$ cat src/design/vac_pkg.sv
// Shared types, codes and helpers of the vector accumulator ALU.
// Used by the lane, the top level and the checker; depends on nothing.
`timescale 1ns / 1ps

package vac_pkg;

    // Action codes of an input beat.
    localparam logic [3:0] ACT_LOAD    = 4'd0;
    localparam logic [3:0] ACT_ADD     = 4'd1;
    localparam logic [3:0] ACT_SUB     = 4'd2;
    localparam logic [3:0] ACT_SCALE   = 4'd3;
    localparam logic [3:0] ACT_DIVIDE  = 4'd4;
    localparam logic [3:0] ACT_CROSS   = 4'd5;
    localparam logic [3:0] ACT_MODULO  = 4'd6;
    localparam logic [3:0] ACT_INC     = 4'd7;
    localparam logic [3:0] ACT_DEC     = 4'd8;
    localparam logic [3:0] ACT_NEGATE  = 4'd9;
    localparam logic [3:0] ACT_COMPARE = 4'd10;
    localparam logic [3:0] ACT_READ    = 4'd11;

    // Sticky status codes.
    localparam logic [1:0] ST_OK       = 2'd0;
    localparam logic [1:0] ST_DIV_ZERO = 2'd1;
    localparam logic [1:0] ST_MOD_ZERO = 2'd2;
    localparam logic [1:0] ST_BAD_IDX  = 2'd3;

    // Component index that selects nothing valid.
    localparam logic [1:0] IDX_BAD     = 2'd3;

    // Operation carried out by one lane.
    typedef enum logic [2:0] {
        LOP_ADD,
        LOP_SUB,
        LOP_MUL,
        LOP_DIV,
        LOP_MOD
    } t_lane_op;

    // Command from the top level to one lane.
    typedef struct packed {
        logic               start;
        t_lane_op           op;
        logic signed [31:0] a;
        logic signed [31:0] b;
        logic signed [31:0] c;
        logic signed [31:0] d;
    } t_lane_cmd;

    // Input beat.
    typedef struct packed {
        logic        [3:0]  action;
        logic signed [31:0] op_x;
        logic signed [31:0] op_y;
        logic signed [31:0] op_z;
        logic signed [31:0] scalar;
        logic signed [15:0] int_divisor;
        logic        [1:0]  index;
    } t_in_beat;

    // Result beat.
    typedef struct packed {
        logic signed [31:0] res_x;
        logic signed [31:0] res_y;
        logic signed [31:0] res_z;
        logic               equal;
        logic               any_nonzero;
        logic signed [31:0] component;
        logic        [1:0]  status;
    } t_out_beat;

    // Saturate a wide signed value to the 32-bit range.
    function automatic logic signed [31:0] sat32(input logic signed [64:0] v);
        logic signed [31:0] r;
        if (v[64] && !(&v[63:31])) begin
            r = 32'sh8000_0000;
        end else if (!v[64] && (|v[63:31])) begin
            r = 32'sh7fff_ffff;
        end else begin
            r = v[31:0];
        end
        return r;
    endfunction

endpackage

$ cat src/design/vac_lane.sv
// One arithmetic lane of the vector accumulator ALU: add, subtract,
// difference of two products, and a restoring divider for divide and modulo.
// Depends on vac_pkg.
`timescale 1ns / 1ps

module vac_lane
    import vac_pkg::*;
#(
    parameter int FRAC_BITS = 16
) (
    input  logic               i_clk,
    input  logic               i_rst_n,
    input  t_lane_cmd          i_cmd,
    output logic               o_done,
    output logic signed [31:0] o_res
);

    localparam int DW = 32 + FRAC_BITS;
    localparam int CW = $clog2(DW + 1);

    typedef enum logic [2:0] {
        L_IDLE,
        L_MUL2,
        L_MULF,
        L_DIV,
        L_FIN
    } t_lstate;

    t_lstate            r_state;
    logic               r_done;
    logic signed [31:0] r_res;
    logic signed [63:0] r_p1;
    logic signed [63:0] r_p2;
    logic signed [31:0] r_c;
    logic signed [31:0] r_d;
    t_lane_op           r_op;
    logic               r_neg;
    logic [DW-1:0]      r_dvd;
    logic [31:0]        r_div;
    logic [31:0]        r_rem;
    logic [CW-1:0]      r_cnt;

    logic        [31:0] mag_a;
    logic        [31:0] mag_b;
    logic signed [32:0] s_add;
    logic signed [32:0] s_sub;
    logic signed [31:0] mul_a;
    logic signed [31:0] mul_b;
    logic signed [63:0] prod;
    logic        [32:0] rem_sh;
    logic               ge;
    logic        [32:0] rem_dif;
    logic        [31:0] n_rem;
    logic signed [64:0] diff;
    logic signed [64:0] diff_sh;
    logic signed [64:0] q_wide;
    logic signed [64:0] r_wide;
    logic signed [64:0] fin_val;

    // Operand magnitudes and the narrow sums.
    always_comb begin
        mag_a = i_cmd.a[31] ? (~i_cmd.a + 32'd1) : i_cmd.a;
        mag_b = i_cmd.b[31] ? (~i_cmd.b + 32'd1) : i_cmd.b;
        s_add = {i_cmd.a[31], i_cmd.a} + {i_cmd.b[31], i_cmd.b};
        s_sub = {i_cmd.a[31], i_cmd.a} - {i_cmd.b[31], i_cmd.b};
    end

    // The single multiplier takes the first pair at the start and the second pair next.
    always_comb begin
        mul_a = (r_state == L_MUL2) ? r_c : i_cmd.a;
        mul_b = (r_state == L_MUL2) ? r_d : i_cmd.b;
        prod  = mul_a * mul_b;
    end

    // One restoring division step: shift in a dividend bit, subtract if it fits.
    always_comb begin
        rem_sh  = {r_rem, r_dvd[DW-1]};
        ge      = (rem_sh >= {1'b0, r_div});
        rem_dif = rem_sh - {1'b0, r_div};
        n_rem   = ge ? rem_dif[31:0] : rem_sh[31:0];
    end

    // Product difference, floored to the fixed-point scale.
    always_comb begin
        diff    = {r_p1[63], r_p1} - {r_p2[63], r_p2};
        diff_sh = diff >>> FRAC_BITS;
    end

    // Sign fix-up of the quotient or the remainder.
    always_comb begin
        q_wide = 65'(r_dvd);
        r_wide = 65'(r_rem);
        if (r_op == LOP_DIV) begin
            fin_val = r_neg ? -q_wide : q_wide;
        end else begin
            fin_val = (r_neg ? -r_wide : r_wide) <<< FRAC_BITS;
        end
    end

    // Lane sequencer and its registered result.
    always_ff @(posedge i_clk) begin
        if (!i_rst_n) begin
            r_state <= L_IDLE;
            r_done  <= 1'b0;
        end else begin
            case (r_state)
                L_IDLE: begin
                    if (i_cmd.start) begin
                        r_op <= i_cmd.op;
                        case (i_cmd.op)
                            LOP_ADD: begin
                                r_res  <= sat32({{32{s_add[32]}}, s_add});
                                r_done <= 1'b1;
                            end
                            LOP_SUB: begin
                                r_res  <= sat32({{32{s_sub[32]}}, s_sub});
                                r_done <= 1'b1;
                            end
                            LOP_MUL: begin
                                r_p1    <= prod;
                                r_c     <= i_cmd.c;
                                r_d     <= i_cmd.d;
                                r_done  <= 1'b0;
                                r_state <= L_MUL2;
                            end
                            LOP_DIV: begin
                                r_dvd   <= DW'(mag_a) << FRAC_BITS;
                                r_div   <= mag_b;
                                r_neg   <= i_cmd.a[31] ^ i_cmd.b[31];
                                r_rem   <= '0;
                                r_cnt   <= CW'(DW);
                                r_done  <= 1'b0;
                                r_state <= L_DIV;
                            end
                            LOP_MOD: begin
                                r_dvd   <= DW'(mag_a >> FRAC_BITS);
                                r_div   <= mag_b;
                                r_neg   <= i_cmd.a[31];
                                r_rem   <= '0;
                                r_cnt   <= CW'(DW);
                                r_done  <= 1'b0;
                                r_state <= L_DIV;
                            end
                            default: begin
                                r_done <= 1'b1;
                            end
                        endcase
                    end else begin
                        r_done <= 1'b0;
                    end
                end
                L_MUL2: begin
                    r_p2    <= prod;
                    r_state <= L_MULF;
                end
                L_MULF: begin
                    r_res   <= sat32(diff_sh);
                    r_done  <= 1'b1;
                    r_state <= L_IDLE;
                end
                L_DIV: begin
                    r_rem <= n_rem;
                    r_dvd <= {r_dvd[DW-2:0], ge};
                    r_cnt <= r_cnt - CW'(1);
                    if (r_cnt == CW'(1)) begin
                        r_state <= L_FIN;
                    end
                end
                L_FIN: begin
                    r_res   <= sat32(fin_val);
                    r_done  <= 1'b1;
                    r_state <= L_IDLE;
                end
                default: begin
                    r_state <= L_IDLE;
                end
            endcase
        end
    end

    assign o_done = r_done;
    assign o_res  = r_res;

endmodule

$ cat config.mk
export PLATFORM = sky130hd
export DESIGN_NAME = vac_lane
export DESIGN_NICKNAME = d
export VERILOG_FILES = /design/src/design/vac_pkg.sv /design/src/design/vac_lane.sv
export SDC_FILE = /design/constraint.sdc
export NUM_CORES = 2
export LEC_CHECK = 0
export BUFFER_PORTS_ARGS = -buffer_cell sky130_fd_sc_hd__buf_2
export CORE_UTILIZATION = 50
export CTS_CLUSTER_SIZE = 8
export DETAILED_ROUTE_END_ITERATION = 7
export GPL_TIMING_DRIVEN = 0
export PLACE_DENSITY = 0.69
export SKIP_CTS_REPAIR_TIMING = 1
export SYNTH_ARGS = -nofsm -noshare
export SYNTH_HDL_FRONTEND = slang
export SYNTH_SLANG_ARGS = --single-unit
$ cat constraint.sdc
create_clock -name i_clk -period 11.1 [get_ports i_clk]
set_input_delay 0 -clock i_clk [delete_from_list [all_inputs] [get_ports i_clk]]
set_output_delay 0 -clock i_clk [all_outputs]
set_load 0.03 [all_outputs]
==> results by group <==
Outcome
  – Status: finished, violations left
  – Failing checks: DRC, hold timing

Clock tree
  – Bufs on Longest Clock Path: 3
  – H-tree Lvls: 2
  – Worst-Skew Late Latency: 0.69 ns
  – CTS clk-pin slew, worst paths: 0.06 ns
  – Clock tree from TritonCTS: done
  – Cts bufs inserted: 53
  – Root buf cell: clkbuf_16
  – Sink Count: 350

Die
  – Die width: 353.4 microns
  – FP Rows: approximately 130
  – Starting Density: 0.5053
  – I/O pins: between 150 and 200
  – Total die area: between 0.1 and 0.15 sq mm
  – Total core area: roughly 0.12 sq mm
  – Die H: 353.4 microns

Yosys
  – Synthesized area: 0.06174 sq mm
  – Synth area leaders: fa_1 35%, edfxtp_1 17%, ha_1 7.1%, inv_1 7.0%, nor2_1 5.0%
  – Top cells by count, synth: 1,154 x inv_1, 1,085 x fa_1, 819 x nor2_1
  – Synth Warn #: 0
  – Register bit total from synthesis: 350
  – Syn nets: 8,363
  – Most used flip-flop cell after synthesis: edfxtp_1
  – Post-synth EDFFs: 346
  – Post-synth top area share: 0.3518
  – Synth cell types: 94
  – Sequential area share after synthesis: 0.1696
  – Async set-reset flop share out of synthesis: 0
  – Syn avg cell area: 9.087 sq um
  – Count leader, synth: inv_1
  – Post-Synthesis Cells: between 6,000 and 7,000
  – Dominant cell type by area after synthesis: fa_1

Worst hold path
  – Worst hold path type: in -> reg
  – Hold depth: 3

GRT
  – Initial antenna violation count: 17
  – All-Layer GR Usage: 0.4275
  – Number of global-route vias before repair: about 54,000
  – Pin count of the biggest net entering global routing: 64
  – First-pass GRT wire length: between 300 and 400 mm
  – Total gr overflow: 0

Timing
  – Clock skew: 0.04485 ns
  – Final setup fails: 0
  – Worst Slack Setup Final: 0.04533 ns
  – Max Freq: 90.46 MHz
  – Min cycle time layout: 11.05 ns
  – Crit share post-route: 0.9959
  – Final slew viol count: 0
  – Max-slew headroom: 0.09948
  – Final hold vios: 4
  – Worst Tran Pin Value: ~1.3 ns
  – Final hold slack: -0.01958 ns

Drt
  – DRT iter0 DRCs: 6,011
  – DRC violations left: 1
  – Drt first pass iters: 8
  – DR vias: 53,700
  – Post-route ant nets: 0
  – Wire length per cell: roughly 30 microns
  – Detailed-route wire length: 267.0 mm
  – Number of vias per cell: 6.077

Critical path
  – Crit path arrival time: 11.46 ns
  – Setup crit end kind: register
  – Worst Reg-to-Reg Cells: 27
  – Worst setup path category: reg -> reg
  – Crit path max fanout: 10
  – CP Launch Type: register
  – CP required: 11.51 ns

Placement
  – DP HPWL: 221.2 mm
  – Input/output buffers: 166
  – Setup WS pre-CTS: -2.618 ns
  – GP Congestion: 1.064
  – Dpl cells: 8,628

Finish
  – Fin cells: 8,837
  – Nets: 8,754
  – Fraction of layout cells with a size suffix above 1: 0.08323
  – Area Overhead vs Synth: 11.70%

Flow run
  – Max Cap Violations: 0
## layer usage
layer,GRT usage,vias up,wire length [microns]
li1,-,22710,-
met4,0.3742,18,29040
met2,0.6534,3201,116700
met5,0,-,195
met3,0.1057,961,28300
met1,0.5038,26820,92730
## stage by stage
step	cell area [sq um]	utilization	setup TNS (ns)
global placement	64610	0.5287	-952.63
CTS	66840	0.5470	-128.65
global route	68960	0.5643	-0.04619
detailed placement	65300	0.5344	-123.11
floorplan	61740	-	0
finish	68970	0.5644	0
## state kept, by name, summed over array words and instances (netlist names)
| signal | count |
|---|---|
| r_p1 | 64 |
| r_rem | 32 |
| r_op | 3 |
| r_dvd | 48 |
| o_done | 1 |
| r_c | 32 |
| r_p2 | 64 |
| r_d | 32 |
| o_res | 32 |
| r_state | 3 |
| r_div | 32 |
| r_cnt | 6 |
| r_neg | 1 |
## critical path, cell delays in order, from the launching register on
cell	delay, ns
dfxtp_1	0.32
clkbuf_1	0.23
nor3b_4	0.49
buf_4	0.25
clkbuf_4	0.30
clkbuf_4	0.35
a21o_2	0.51
clkbuf_2	0.50
nand2_1	0.15
fa_1	0.58
fa_1	0.55
inv_1	0.05
fa_1	0.48
fa_1	0.57
fa_1	0.45
fa_1	0.46
fa_1	0.83
fa_1	0.51
ha_1	0.41
a21o_1	0.22
a21o_1	0.16
a21oi_1	0.40
or3b_2	0.59
a311o_1	0.33
and2_1	0.20
a41o_1	0.28
a31oi_2	0.28
xnor2_2	0.27
## layout by cell type, fill, tap and decap left out, types with 177 or more instances in the layout
| cell | netlist | routed |
|---|---|---|
| nor2_1 | 819 | 818 |
| edfxtp_1 | 346 | 346 |
| fa_1 | 1085 | 1082 |
| o21ai_0 | 217 | 216 |
| buf_2 | 6 | 177 |
| ha_1 | 349 | 348 |
| xnor2_1 | 208 | 207 |
| nand2_1 | 722 | 722 |
| a21oi_1 | 337 | 315 |
| inv_1 | 1154 | 1154 |
## cells by family (layout without fill, tap and decap cells)
kind of cell	count (synthesis)	in the layout	synth area share
flops	350	350	0.1696
compound gates	1090	1090	0.1137
buf+inv	1467	1881	0.08943
mux	94	94	0.01585
fa+ha+maj	1436	1436	0.4228
other cells	0	3	0
simple gates	2045	2045	0.1443
xor+xnor	313	313	0.04440
## worst paths after layout
kind	startpoint	end	slack, ns
min reg2reg	o_done	o_done	0.56
max	r_state[1]	r_p2[63]	0.05
max reg2reg	r_state[1]	r_p2[63]	0.05
min	i_cmd[100]	r_dvd[20]	-0.02
## layout make-up
class | count | area (sq um)
fill | 11210 | 53230
multi-input combinational | 4978 | 46390
sequential | 350 | 10470
inverter | 1156 | 4343
timing repair buffer | 343 | 2716
tap | 1625 | 2033
buffer | 304 | 1465
clock buffer | 65 | 1371
clock inverter | 13 | 168.9
antenna | 3 | 7.507
Power is not shown: default switching activity piles up to over one toggle a cycle in this logic, so the estimate is an artifact.
